`config.mk`:
```
export PLATFORM = sky130hd
export DESIGN_NAME = vp9_superframe_index_parser
export DESIGN_NICKNAME = d
export VERILOG_FILES = /design/src/rtl/core/vp9sfi_pkg.sv /design/src/rtl/core/vp9_superframe_index_parser.sv
export SDC_FILE = /design/constraint.sdc
export NUM_CORES = 1
export LEC_CHECK = 0
export ABC_AREA = 1
export BUFFER_PORTS_ARGS = -buffer_cell sky130_fd_sc_hd__buf_2
export CAP_MARGIN = 30
export CORE_MARGIN = 2
export CORE_UTILIZATION = 50
export CTS_BUF_LIST = sky130_fd_sc_hd__clkbuf_4 sky130_fd_sc_hd__clkbuf_8 sky130_fd_sc_hd__clkbuf_16
export CTS_CLUSTER_DIAMETER = 150
export DETAILED_ROUTE_END_ITERATION = 16
export HOLD_SLACK_MARGIN = 0.05
export PLACE_DENSITY = 0.76
export SLEW_MARGIN = 40
export SYNTH_ARGS = -nofsm -noshare
export SYNTH_HDL_FRONTEND = slang
export SYNTH_SLANG_ARGS = --single-unit
```
`constraint.sdc`:
```
create_clock -name aclk -period 6.51 [get_ports aclk]
set_clock_uncertainty 0.05 [all_clocks]
set_input_delay 0.651 -clock aclk [delete_from_list [all_inputs] [get_ports aclk]]
set_output_delay 0.651 -clock aclk [all_outputs]
set_load 0.01 [all_outputs]
```
`src/rtl/core/vp9sfi_pkg.sv`:
```
// Package for the VP9 superframe index parser.
// Holds the index marker constants, window geometry and the result record type.
// No dependencies.
`timescale 1ns / 1ps

package vp9sfi_pkg;

    localparam int WINDOW_BYTES = 34;
    localparam int WIN_AW       = $clog2(WINDOW_BYTES);

    localparam logic [7:0] MARKER_MASK = 8'he0;
    localparam logic [7:0] MARKER_VAL  = 8'hc0;
    localparam logic [2:0] FRAMES_MASK = 3'h7;
    localparam logic [1:0] BYTES_MASK  = 2'h3;
    localparam logic [5:0] MARKER_BYTES = 6'd2;

    typedef struct packed {
        logic [31:0] frame_size;
        logic [5:0]  index_size;
        logic        is_superframe;
        logic        parse_error;
        logic        last_of_run;
    } res_t;

endpackage

```
`src/rtl/core/vp9_superframe_index_parser.sv`:
```
// VP9 superframe index parser: byte stream in, one frame size per transfer out.
// Depends on vp9sfi_pkg (marker constants, window geometry, result record).
`timescale 1ns / 1ps

// Bytes of a chunk are taken one per cycle while the block idles; each is written
// into a 34-entry circular tail window and counted (the count saturates at all ones).
// After the byte marked with s_tlast the block stops taking bytes and a small
// sequencer walks the index through the single registered read port of the window:
// a plain chunk or an index longer than the chunk goes from ISSUE straight to EMIT,
// a mismatched index start through ISSUE, CRD and CMP to EMIT. A superframe passes
// ISSUE, CRD and CMP, then per frame an RD and AC step per size byte and an EMIT
// that loads the result, and the input is ready again the cycle after the last result
// is loaded. Results leave through an output register, so a stalled master side
// only holds the sequencer when it has a new result to load. The window is never
// cleared; only bytes of the current chunk are read.
module vp9_superframe_index_parser
    import vp9sfi_pkg::*;
(
    input  logic        aclk,
    input  logic        aresetn,
    input  logic        s_tvalid,
    output logic        s_tready,
    input  logic [7:0]  s_tdata,   // [7:0] data_byte
    input  logic        s_tlast,   // last_byte
    output logic        m_tvalid,
    input  logic        m_tready,
    output logic [39:0] m_tdata,   // [31:0] frame_size, [37:32] index_size, [39:38] zero
    output logic [1:0]  m_tuser,   // [0] is_superframe, [1] parse_error
    output logic        m_tlast    // last_of_run
);

    localparam logic [2:0] ST_IDLE  = 3'd0;
    localparam logic [2:0] ST_ISSUE = 3'd1;
    localparam logic [2:0] ST_CRD   = 3'd2;
    localparam logic [2:0] ST_CMP   = 3'd3;
    localparam logic [2:0] ST_RD    = 3'd4;
    localparam logic [2:0] ST_AC    = 3'd5;
    localparam logic [2:0] ST_EMIT  = 3'd6;

    logic [2:0]        state_reg, state_next;
    logic [WIN_AW-1:0] wp_reg, wp_next;
    logic [31:0]       count_reg, count_next;
    logic [7:0]        marker_reg, marker_next;
    logic [5:0]        total_reg, total_next;
    logic [WIN_AW-1:0] pos_reg, pos_next;
    logic [2:0]        fi_reg, fi_next;
    logic [1:0]        j_reg, j_next;
    logic [31:0]       acc_reg, acc_next;
    res_t              res_reg, res_next;
    res_t              out_reg, out_next;
    logic              m_tvalid_reg, m_tvalid_next;

    logic [7:0]        win_mem [WINDOW_BYTES];
    logic [7:0]        rdata_reg;
    logic [WIN_AW-1:0] rd_addr;
    logic [WIN_AW-1:0] newest;
    logic [WIN_AW:0]   diff, wrap;
    logic              s_xfer, out_free, fin;
    logic [3:0]        nfr;
    logic [2:0]        len;
    logic [5:0]        total_w;
    logic [31:0]       acc_sum;

    assign s_tready = (state_reg == ST_IDLE);
    assign s_xfer   = s_tvalid && s_tready;
    assign out_free = !m_tvalid_reg || m_tready;

    // newest byte sits just behind the write pointer; walk back pos_reg entries
    assign newest  = (wp_reg == '0) ? WIN_AW'(WINDOW_BYTES - 1) : wp_reg - 1'b1;
    assign diff    = {1'b0, newest} - {1'b0, pos_reg};
    assign wrap    = diff + (WIN_AW+1)'(WINDOW_BYTES);
    assign rd_addr = diff[WIN_AW] ? wrap[WIN_AW-1:0] : diff[WIN_AW-1:0];

    assign nfr     = {1'b0, marker_reg[2:0] & FRAMES_MASK} + 4'd1;
    assign len     = {1'b0, marker_reg[4:3] & BYTES_MASK} + 3'd1;
    assign total_w = 6'(7'(MARKER_BYTES) + 7'(nfr) * 7'(len));
    assign fin     = (fi_reg == (marker_reg[2:0] & FRAMES_MASK));
    assign acc_sum = acc_reg | ({24'd0, rdata_reg} << {j_reg, 3'b000});

    always_ff @(posedge aclk) begin
        if (s_xfer) begin
            win_mem[wp_reg] <= s_tdata;
        end
        rdata_reg <= win_mem[rd_addr];
    end

    always_comb begin
        state_next    = state_reg;
        wp_next       = wp_reg;
        count_next    = count_reg;
        marker_next   = marker_reg;
        total_next    = total_reg;
        pos_next      = pos_reg;
        fi_next       = fi_reg;
        j_next        = j_reg;
        acc_next      = acc_reg;
        res_next      = res_reg;
        out_next      = out_reg;
        m_tvalid_next = m_tvalid_reg;

        if (m_tvalid_reg && m_tready) begin
            m_tvalid_next = 1'b0;
        end

        case (state_reg)
            ST_IDLE: begin
                if (s_xfer) begin
                    wp_next = (wp_reg == WIN_AW'(WINDOW_BYTES - 1)) ? '0 : wp_reg + 1'b1;
                    if (count_reg != 32'hffff_ffff) begin
                        count_next = count_reg + 32'd1;
                    end
                    if (s_tlast) begin
                        marker_next = s_tdata;
                        state_next  = ST_ISSUE;
                    end
                end
            end
            ST_ISSUE: begin
                total_next = total_w;
                if ((marker_reg & MARKER_MASK) != MARKER_VAL) begin
                    res_next   = '{frame_size: count_reg, index_size: 6'd0,
                                   is_superframe: 1'b0, parse_error: 1'b0,
                                   last_of_run: 1'b1};
                    state_next = ST_EMIT;
                end else if (count_reg < {26'd0, total_w}) begin
                    res_next   = '{frame_size: 32'd0, index_size: 6'd0,
                                   is_superframe: 1'b0, parse_error: 1'b1,
                                   last_of_run: 1'b1};
                    state_next = ST_EMIT;
                end else begin
                    pos_next   = WIN_AW'(total_w - 6'd1);
                    state_next = ST_CRD;
                end
            end
            ST_CRD: begin
                state_next = ST_CMP;
            end
            ST_CMP: begin
                if (rdata_reg != marker_reg) begin
                    res_next   = '{frame_size: 32'd0, index_size: 6'd0,
                                   is_superframe: 1'b0, parse_error: 1'b1,
                                   last_of_run: 1'b1};
                    state_next = ST_EMIT;
                end else begin
                    pos_next   = WIN_AW'(total_reg - MARKER_BYTES);
                    fi_next    = 3'd0;
                    j_next     = 2'd0;
                    acc_next   = 32'd0;
                    state_next = ST_RD;
                end
            end
            ST_RD: begin
                state_next = ST_AC;
            end
            ST_AC: begin
                // assemble the little-endian size one byte at a time
                acc_next = acc_sum;
                pos_next = pos_reg - 1'b1;
                if (j_reg == (marker_reg[4:3] & BYTES_MASK)) begin
                    res_next   = '{frame_size: acc_sum,
                                   index_size: fin ? total_reg : 6'd0,
                                   is_superframe: 1'b1, parse_error: 1'b0,
                                   last_of_run: fin};
                    state_next = ST_EMIT;
                end else begin
                    j_next     = j_reg + 2'd1;
                    state_next = ST_RD;
                end
            end
            ST_EMIT: begin
                // hold until the output register is free
                if (out_free) begin
                    out_next      = res_reg;
                    m_tvalid_next = 1'b1;
                    if (res_reg.last_of_run) begin
                        count_next = 32'd0;
                        state_next = ST_IDLE;
                    end else begin
                        fi_next    = fi_reg + 3'd1;
                        j_next     = 2'd0;
                        acc_next   = 32'd0;
                        state_next = ST_RD;
                    end
                end
            end
            default: begin
                state_next = ST_IDLE;
            end
        endcase
    end

    always_ff @(posedge aclk) begin
        if (!aresetn) begin
            state_reg    <= ST_IDLE;
            wp_reg       <= '0;
            count_reg    <= 32'd0;
            m_tvalid_reg <= 1'b0;
        end else begin
            state_reg    <= state_next;
            wp_reg       <= wp_next;
            count_reg    <= count_next;
            m_tvalid_reg <= m_tvalid_next;
        end
        marker_reg <= marker_next;
        total_reg  <= total_next;
        pos_reg    <= pos_next;
        fi_reg     <= fi_next;
        j_reg      <= j_next;
        acc_reg    <= acc_next;
        res_reg    <= res_next;
        out_reg    <= out_next;
    end

    assign m_tvalid = m_tvalid_reg;
    assign m_tdata  = {2'b00, out_reg.index_size, out_reg.frame_size};
    assign m_tuser  = {out_reg.parse_error, out_reg.is_superframe};
    assign m_tlast  = out_reg.last_of_run;

    a_err_shape: assert property (@(posedge aclk) disable iff (!aresetn)
        m_tvalid && m_tuser[1] |-> m_tlast && (m_tdata[31:0] == 32'd0) && !m_tuser[0])
        else $error("error result carries a size or superframe flag");

    a_idx_last: assert property (@(posedge aclk) disable iff (!aresetn)
        m_tvalid && (m_tdata[37:32] != 6'd0) |-> m_tlast && m_tuser[0])
        else $error("index size on a result that is not the last superframe result");

    a_rd_range: assert property (@(posedge aclk) disable iff (!aresetn)
        (state_reg == ST_CRD || state_reg == ST_RD) |-> rd_addr < WIN_AW'(WINDOW_BYTES))
        else $error("window read address out of range");

    a_count_clear: assert property (@(posedge aclk) disable iff (!aresetn)
        state_reg == ST_EMIT && out_free && res_reg.last_of_run |=>
            count_reg == 32'd0 && s_tready)
        else $error("byte count not cleared at end of chunk");

endmodule

```
==> results of run 1 <==
==> metal layers <==
metal	up-vias	part of all wire, %
li1	6577	-
met1	6859	42
met2	633	47
met3	121	7.4
met4	0	3.2
met5	-	0
==> layout by cell type (no fill, tap or decap), types with 3 or more instances in the layout <==
master     instances
a21oi_1           45
a31o_2            24
a31oi_1            8
buf_2             55
buf_4              8
bufinv_16          5
clkbuf_16         48
clkbuf_4           8
clkinv_1           8
clkinv_2          10
clkinv_4           3
dfxtp_1           50
edfxtp_1         411
fa_1               3
ha_1              26
inv_1            149
inv_2              6
mux2i_1          126
nand2_1          315
nand2_2            5
nand2_4            4
nand3_1          239
nand4_1           18
nor2_1           182
nor2_2             7
nor3_1            18
nor3b_1            5
o21ai_0           30
o22ai_1            5
o32ai_1           28
or2_2              6
xnor2_1           16
xor2_1            11
==> where the power goes <==
group          internal (µW)  switching, µW
Sequential              3390            124
Combinational            712           1590
Clock                   1610           1150
==> stage by stage <==
stage                     cells  area [µm²]  total power (µW)
after floorplan            1848       20900              5210
final                      2451       23100              8570
after CTS                  2450       23100              8560
after global placement     2365       21500              5770
after detailed placement   2366       21500              5810
after global routing       2451       23100              8920
==> worst register-to-register path: cells and delay by family (launching register included) <==
family / cells / cell delay (ns)
AND/OR/NAND/NOR: 13 / 1.22
adder cells (fa/ha/maj): 4 / 1.05
buffers and inverters: 5 / 0.91
AO/OA/AOI/OAI: 3 / 0.49
flip-flops: 1 / 0.47
==> logic make-up after synthesis <==
kind of cell	Yosys count
other	1
muxes	126
adders and majority gates	30
xor gates and xnor gates	30
and+or+nand+nor	810
buffers and inverters	238
DFF	461
AOI/OAI and AO/OA	151
==> area by class of cell <==
| type | instances | area (µm²) |
|---|---|---|
| fill | 3344 | 17900 |
| clock inverter | 26 | 287 |
| timing repair buffer | 66 | 390 |
| clock buffer | 58 | 1290 |
| multi-input combinational | 1149 | 6570 |
| sequential | 461 | 13300 |
| tap | 532 | 666 |
| inverter | 159 | 597 |
==> how the worst max path moves through the flow <==
stage	endpoint	cells after the start
6_report	res_reg[12]	25
5_1_grt	res_reg[13]	25
4_1_cts	res_reg[12]	25
3_5_place_dp	res_reg[29]	22
3_3_place_gp	res_reg[26]	24
2_1_floorplan	res_reg[0]	23
==> reports/qor.yml, run 1 <==
postCtsSetupBuffers: 0
grt_busiest_layer: "met2"
placementRows: 74
place_ws_ns: 2.01
fmax_mhz: 218
pin_count: 58
ctsResizeCount: 0
gr-total-overflow: 0
max_cap_violations: 0
synthMuxAreaShare_pct: 6.05
routed_wirelength_um: 50400
vdd_ir_drop_max_v: 0.000457
min_path_type: "primary input to register"
synth_xor_area_share_pct: 1.48
synth_top_cells_by_count: "edfxtp_1, nand2_1, nand3_1"
routabilityCongestion: 0.976
regToRegStartpoint: "marker_reg[0]"
worst_path_most_repeated_cell: "nand2_1"
worst_setup_hold_path_clk_slew_ns: 0.06
synthAdderAreaFrac_pct: 1.91
global_route_wire_length_before_repair_um: 78700
final.period_utilization_pct: 70.4
detailroute.via_count: 14200
post_synthesis_share_of_cell_area_spent_on_and_or_nand_and_nor_gates_pct: 17.0
yosys-top-cells-area: "edfxtp_1, mux2i_1, nand3_1"
num_antenna_cells: 0
postLayoutSetupSlackWorst_ns: 1.93
synth.most_common_cell: "edfxtp_1"
timing_worst_setup_path_type: "register to register"
reg2reg_slack_ns: 1.93
dieHeight_um: 208
synth-seq-area-share_pct: 64.0
share_of_synthesized_flip_flops_with_an_asynchronous_set_or_reset_pct: 0
worstMarginPinSlew_ns: 0.866
synth-edff-count: 411
path_delay_family: "simple AND/OR/NAND/NOR gates"
yosys_warnings: 0
antenna_violations_before_repair: 0
number_of_global_route_vias_before_repair: 13700
globalRouteTotalUtil_pct: 23.4
ys.flop_type: "edfxtp_1"
hold_path.startpoint: "aresetn"
post_synth.cell_area_avg_um2: 11.3
setup_violations: 0
dominant_cell_type_by_area_after_synthesis: "edfxtp_1"
first_pass_iters: 6
grt.met2_usage_pct: 37.9
htree_levels: 2
startpoint: "marker_reg[0]"
drt_drc_violations_left: 0
core_area_um2: 41000
clock-sinks: 461
worst_r2r_endpoint: "res_reg[12]"
groute.layer.met1.usage_pct: 31.9
synthesis.instances: 1847
drive_above_1_share_pct: 11.1
largest_register_ffs: 272
worst_slew_margin_relative_to_its_limit_pct: 42.1
critical_path.slowest_cell: "edfxtp_1"
end_kind: "register"
worst-path-max-fanout: 32
crit_required_ns: 6.70
maxSlewViolCount: 0
grt_setup_unrepaired: "false"
design.final.nets: 1926
reg2regPathDepth: 25
timing.hold.worst_endpoint: "state_reg[1]"
worst-endpoint-arrival_ns: 4.77
synth_top_cell_area_share_pct: 59.2
critPathMaxStageDelay_ns: 0.47
synth_top_family_by_area: "simple AND/OR/NAND/NOR gates"
dieArea_um2: 43400
post_synthesis_instance_area_um2: 20900
cts_root_buffer: "clkbuf_16"
synth_compound_gate_area_share_pct: 4.79
ys_seq_elements: 461
dp_hpwl_um: 33000
die_width_um: 208
post-route-min-period_ns: 4.58
cts_tree: "done"
worstSkewPairLatency_ns: 0.60
detail-route-antenna-nets: 0
total_cts_buffers: 46
maximum_number_of_pins_on_one_net_before_global_route_repair: 87
detail_route.wl_per_cell_um: 20.5
numPortBuffers: 55
count_of_different_cell_masters_after_synthesis: 49
min_path_cells: 3
initial_standard_cell_utilization_of_the_core_pct: 50.8
vias_per_cell: 5.79
final_hold_viol_count: 0
status: "finished, final reports clean"
setup_tns_ns: 0
use_met3_pct: 4.02
total_leakage_power_uw: 0.00887
startpoint_type: "register"
final_util_pct: 56.4
area_growth_pct: 11.0
dr.first_iter.drc_count: 1622
timing.hold.ws_ns: 0.301
cts_buffer_depth: 3
critPathBufInv: 5
cts-hold-fix-buffers: 0
power_density_nw_per_um2: 370
Note: power is estimated with default switching activity, not from simulation.
==> inputs of run 2 (changes only) <==
--- a/config.mk
+++ b/config.mk
@@ -5,7 +5,7 @@
 export SDC_FILE = /design/constraint.sdc
 export NUM_CORES = 1
 export LEC_CHECK = 0
-export ABC_AREA = 1
+export ABC_AREA = 0
 export BUFFER_PORTS_ARGS = -buffer_cell sky130_fd_sc_hd__buf_2
 export CAP_MARGIN = 30
 export CORE_MARGIN = 2
==> constraint.sdc (replaced) <==
create_clock -name aclk -period 4.3 [get_ports aclk]
set_clock_uncertainty 0.05 [all_clocks]
set_input_delay 0.43 -clock aclk [delete_from_list [all_inputs] [get_ports aclk]]
set_output_delay 0.43 -clock aclk [all_outputs]
set_load 0.01 [all_outputs]
==> run 2 against run 1 <==
Effect of this change:
- the run now ends with setup timing left
- worst setup slack lost 2.0 ns
- non-clock buffer count up 40
- design area rose by 6.6%
- synthesized cell count decreased by 24%
- count of clock-buffer cells in the layout shrank 2
- sequential power increased by 50%
- clock power grew 54%
- critical endpoint is now res_reg[17]
- utilization up 1.1 points
- critical path type unchanged
==> reports/qor.yml, run 2 <==
dieHeight_um: 212
core_area_um2: 42900
maximum_number_of_pins_on_one_net_before_global_route_repair: 50
synthesis.instances: 1396
yosys_warnings: 0
setup_violations: 20
worstSkewPairLatency_ns: 0.59
placed_cell_area_um2: 22800
synth-edff-count: 411
postLayoutSetupSlackWorst_ns: -0.0344
detail-route-antenna-nets: 0
first_pass_iters: 5
most_used_cells_in_the_layout_excluding_fill_and_tap_cells: "edfxtp_1, mux4_2, nor2_1"
dominant_cell_type_by_area_after_synthesis: "edfxtp_1"
ys_seq_elements: 461
place_ws_ns: -0.0294
crit_required_ns: 4.56
total_leakage_power_uw: 0.00838
routabilityCongestion: 0.875
pin_count: 58
dp_hpwl_um: 31500
routed_wirelength_um: 48200
vdd_ir_drop_max_v: 0.000449
dp.cells: 1992
worst_slew_margin_relative_to_its_limit_pct: 46.6
share_of_synthesized_flip_flops_with_an_asynchronous_set_or_reset_pct: 0
timing_worst_setup_path_type: "register to register"
final_hold_viol_count: 0
detail_route.wl_per_cell_um: 23.1
final.period_utilization_pct: 101
fmax_mhz: 231
design.final.nets: 1506
maxSlewViolCount: 0
worst-path-max-fanout: 10
final_design_area_no_fill_um2: 24700
layout.cells.most_common: "edfxtp_1"
area_growth_pct: 14.2
post_synth.cell_area_avg_um2: 15.5
global_route_wire_length_before_repair_um: 74400
initial_standard_cell_utilization_of_the_core_pct: 50.3
status: "complete, but fails checks"
power_density_nw_per_um2: 515
dr.first_iter.drc_count: 1374
htree_levels: 2
cts_tree: "done"
reg2reg_slack_ns: -0.03
synth-seq-area-share_pct: 61.8
gr-total-overflow: 0
detailroute.via_count: 12600
final_cells: 2084
count_of_different_cell_masters_after_synthesis: 63
ys.flop_type: "edfxtp_1"
cts_buffer_depth: 3
min_path_type: "primary input to register"
power_uw: 12700
worst_setup_hold_path_clk_slew_ns: 0.06
largest_register_ffs: 272
number_of_global_route_vias_before_repair: 12400
post-route-min-period_ns: 4.33
worst-endpoint-arrival_ns: 4.60
cts_root_buffer: "clkbuf_16"
startpoint_type: "register"
cts-hold-fix-buffers: 0
drt_drc_violations_left: 0
worstMarginPinSlew_ns: 0.800
placementRows: 76
die_width_um: 212
synth_top_cells_by_count: "edfxtp_1, mux4_2, nor2_1"
yosys-top-cells-area: "edfxtp_1, mux4_2, dfxtp_1"
final_util_pct: 57.5
max_cap_violations: 0
violations_in_the_final_reports: "setup timing"
end_kind: "register"
dieArea_um2: 44900
post_synthesis_instance_area_um2: 21600
grt_setup_unrepaired: "true"
num_antenna_cells: 0
synth.most_common_cell: "edfxtp_1"
numPortBuffers: 55
clock-sinks: 461
fillers: 3206
synth_top_cell_area_share_pct: 57.2
globalRouteTotalUtil_pct: 22.2
total_cts_buffers: 48
vias_per_cell: 6.07
drive_above_1_share_pct: 29.7
antenna_violations_before_repair: 0
run 2: path summary, 6_finish.rpt:
| path | startpoint | endpoint | depth (start not counted) |
|---|---|---|---|
| setup / recovery | marker_reg[1] | res_reg[17] | 20 |
| hold reg to reg | res_reg[16] | m_tdata[7] | 0 |
| setup reg to reg | marker_reg[1] | res_reg[17] | 20 |
| hold / removal | s_tvalid | wp_reg[1] | 3 |
run 2: cell type report:
class	instances	area, µm²	area share, %
inverters	36	135	0.548
multi-input cells	810	7960	32.3
clock buffers	56	1300	5.28
clock inverters	30	335	1.36
repair buffers	106	846	3.43
well taps	585	732	2.97
flip-flops and latches	461	13300	54.1
run 2: what timing repair did:
item	in CTS	in global routing
resized for setup	5	8
gates cloned	1	2
pin swaps	0	2
setup endpoints to repair	47	50
buffers inserted	1	2
run 2: report_power, final:
group / internal (µW) / switching, µW
Sequential: 5080 / 189
Combinational: 1570 / 1610
Clock: 2500 / 1770
run 2: stage by stage:
step	hold slack, ns	TNS (ns)
after detailed placement	0.355	-0.990
after global placement	0.350	0
after global routing	0.150	-7.92
final	0.153	-0.521
after floorplan	0.350	-9.15
after CTS	0.119	-0.562
run 2: cell families (layout without fill, tap and decap cells):
group                      after synthesis  count (layout)  share of synthesized area (%)
AOI/OAI and AO/OA                      163             163                           5.00
xor gates and xnor gates                62              62                           2.55
adders and majority gates               30              30                           1.84
buffers and inverters                  126             228                           2.57
DFF                                    461             461                           61.8
muxes                                  200             200                           17.9
other                                    1               2                         0.0174
and+or+nand+nor                        353             353                           8.32
run 2: worst max-delay path, cell delays in order (launching register included):
cell       delay (ns)
edfxtp_1         0.43
ha_4             0.21
xor2_4           0.14
nand2b_1         0.09
fa_1             0.51
inv_2            0.05
ha_2             0.16
and3b_1          0.18
o21a_1           0.18
o21a_1           0.18
or3_4            0.36
and2_4           0.18
ha_4             0.23
nand2_1          0.08
nand4_1          0.12
nor2_2           0.17
a21oi_2          0.08
and2_4           0.18
o22ai_4          0.19
buf_12           0.16
clkbuf_16        0.15
run 2: per-layer routing:
metal	global-route usage, %	share of wire, %	wire [µm]	up-vias
met5	0	0	0	-
met4	8.86	3.7	1800	0
met3	4.17	7.0	3360	107
met2	35.5	48	23000	535
met1	30.3	41	20000	6405
li1	-	-	-	5598
==> inputs of run 3 (changes only) <==
--- a/config.mk
+++ b/config.mk
@@ -6,15 +6,15 @@
 export NUM_CORES = 1
 export LEC_CHECK = 0
 export ABC_AREA = 0
-export BUFFER_PORTS_ARGS = -buffer_cell sky130_fd_sc_hd__buf_2
 export CAP_MARGIN = 30
 export CORE_MARGIN = 2
-export CORE_UTILIZATION = 50
+export CORE_UTILIZATION = 55
 export CTS_BUF_LIST = sky130_fd_sc_hd__clkbuf_4 sky130_fd_sc_hd__clkbuf_8 sky130_fd_sc_hd__clkbuf_16
 export CTS_CLUSTER_DIAMETER = 150
 export DETAILED_ROUTE_END_ITERATION = 16
+export DONT_BUFFER_PORTS = 1
 export HOLD_SLACK_MARGIN = 0.05
-export PLACE_DENSITY = 0.76
+export PLACE_DENSITY = 0.8
 export SLEW_MARGIN = 40
 export SYNTH_ARGS = -nofsm -noshare
 export SYNTH_HDL_FRONTEND = slang
==> run 3 against run 2 <==
Effect of this change:
- the run still ends with setup timing left
- via count increased by 1.6%
- count of clock-buffer cells in the layout is 9 higher
- design area hardly changed
- combinational power rose by 2%
- die area shrank 8.9%
- global-route usage grew 2.2 points
- non-clock buffer count fell by 29
- sequential cell count unchanged
- clock power rose by 2%
- critical path depth unchanged
- sequential power about the same
- register-to-register slack got worse by 0.02 ns
- largest cell class unchanged
==> reports/qor.yml, run 3 (synthesis gave the netlist of run 2 again) <==
switchingPower_uw: 3600
htree_levels: 2
switching_part_of_the_total_power_pct: 28.0
final.period_utilization_pct: 101
final_cells: 1993
dieArea_um2: 40900
total_cts_buffers: 48
crit_path_cell_trace: "ha_4 > xor2_2 > nand2b_1 > fa_1 > inv_2 > ha_4 > and3b_1 > o21a_1 > o21a_1 > or3_4 > and2_4 > ha_4 > nor4_4 > nand4_1 > nor2_1 > a21oi_2 > and2_4 > o22ai_4 > buf_6 > clkbuf_16"
cts_buffer_depth: 3
drt_drc_violations_left: 0
total_leakage_power_uw: 0.00837
vdd_ir_drop_max_v: 0.000353
end_kind: "register"
max_cap_violations: 0
seq_power_share_pct: 40.9
fmax_mhz: 230
maximum_number_of_pins_on_one_net_before_global_route_repair: 46
worst-endpoint-arrival_ns: 4.61
worst_path_most_repeated_cell: "ha_4"
setup_violations: 31
startpoint_type: "register"
postLayoutSetupSlackWorst_ns: -0.0515
final_hold_viol_count: 0
power_uw: 12900
dr.first_iter.drc_count: 1586
critPathBufInv: 3
gr-total-overflow: 0
placementRows: 72
worst-path-max-fanout: 5
power_density_nw_per_um2: 522
cts_root_buffer: "clkbuf_16"
path_delay_family: "simple AND/OR/NAND/NOR gates"
clock_power_share_pct: 33.9
detailroute.via_count: 12800
die_width_um: 202
worstMarginPinSlew_ns: 0.836
most_used_cells_in_the_layout_excluding_fill_and_tap_cells: "edfxtp_1, mux4_2, nor2_1"
placed_cell_area_um2: 22500
numPortBuffers: 0
antenna_violations_before_repair: 0
fillers: 2644
detail-route-antenna-nets: 0
area_growth_pct: 14.2
globalRouteTotalUtil_pct: 24.4
clock-sinks: 461
critical_path.slowest_cell: "fa_1"
min_path_type: "primary input to register"
worst_setup_hold_path_clk_slew_ns: 0.06
routabilityCongestion: 0.915
cts_tree: "done"
number_of_global_route_vias_before_repair: 12500
grt_setup_unrepaired: "true"
routed_wirelength_um: 49700
violations_in_the_final_reports: "setup timing"
worstSkewPairLatency_ns: 0.60
final_design_area_no_fill_um2: 24600
worst_slew_margin_relative_to_its_limit_pct: 44.3
crit_required_ns: 4.56
initial_standard_cell_utilization_of_the_core_pct: 55.7
maxSlewViolCount: 0
layout.cells.most_common: "edfxtp_1"
dp_hpwl_um: 31600
status: "complete, but fails checks"
power.share.combinational_pct: 25.2
dieHeight_um: 202
place_ws_ns: 0.0316
largest_register_ffs: 272
design.final.nets: 1477
vias_per_cell: 6.44
timing_worst_setup_path_type: "register to register"
internal-power_uw: 9270
dp.cells: 1881
pin_count: 58
first_pass_iters: 5
post-route-min-period_ns: 4.35
global_route_wire_length_before_repair_um: 75600
drive_above_1_share_pct: 27.7
detail_route.wl_per_cell_um: 25.0
critPathMaxStageDelay_ns: 0.51
core_area_um2: 38700
-- run 3: cell count changes in the layout (fill, tap and decap cells not counted), moves of 7 or more --
| cell | delta |
|---|---|
| clkbuf_8 | +7 |
| buf_12 | +8 |
| buf_2 | -55 |
| buf_4 | +11 |
| nor2_1 | +8 |
| nor2_2 | -8 |
-- run 3: worst paths after layout --
check	startpoint	endpoint	slack, ns	cells past startpoint
setup reg to reg	marker_reg[0]	res_reg[30]	-0.05	20
hold / removal	s_tdata[2]	win_mem[1][2]	0.08	1
setup / recovery	marker_reg[0]	res_reg[30]	-0.05	20
hold reg to reg	res_reg[25]	m_tdata[16]	0.37	0
-- run 3: metal layers --
metal,global-route usage (%),wire (µm)
met3,4.24,3870
met4,8.45,1600
met5,0,0
met2,38.9,23900
met1,34.5,20300
-- run 3: stage by stage --
| step | setup TNS, ns | utilization [%] | hold slack, ns |
|---|---|---|---|
| 2_1_floorplan | -9.15 | - | 0.350 |
| 3_3_place_gp | 0 | 58.0 | 0.351 |
| 3_5_place_dp | 0 | 58.1 | 0.355 |
| 4_1_cts | 0 | 63.0 | 0.0563 |
| 5_1_grt | -7.83 | 63.6 | 0.0816 |
| 6_report | -0.987 | 63.6 | 0.0840 |
-- run 3: area by class of cell --
cell class / count / area, µm² / area share (%)
Sequential cell: 461 / 13300 / 54.1
Multi-Input combinational cell: 810 / 7940 / 32.2
Clock buffer: 65 / 1380 / 5.59
Timing Repair Buffer: 77 / 893 / 3.62
Tap cell: 518 / 648 / 2.63
Clock inverter: 25 / 308 / 1.25
Inverter: 36 / 135 / 0.548
Antenna cell: 1 / 2.50 / 0.0102
-- run 3: what timing repair did --
action | 4_1_cts | 5_1_grt
gates cloned | 0 | 5
setup buffers | 0 | 4
gates resized for setup | 1 | 18
setup endpoints to repair | 1 | 55
hold buffers | 12 | 0
hold endpoints to repair | 286 | 0
-- run 3: worst reg2reg max path, delay by kind of cell (launching register included) --
kind | cells | cell delay (ns)
compound gates | 4 | 0.61
buf+inv | 3 | 0.40
simple gates | 8 | 1.41
xor+xnor | 1 | 0.16
flops | 1 | 0.43
fa+ha+maj | 4 | 1.00
-- run 3: power by group through the flow --
stage,clock network (µW),registers (µW),logic [µW]
after floorplan,0,5270,2220
after global placement,0,5350,2970
after detailed placement,0,5350,3020
after CTS,4420,5260,3130
after global routing,4590,5280,3450
final,4360,5260,3240
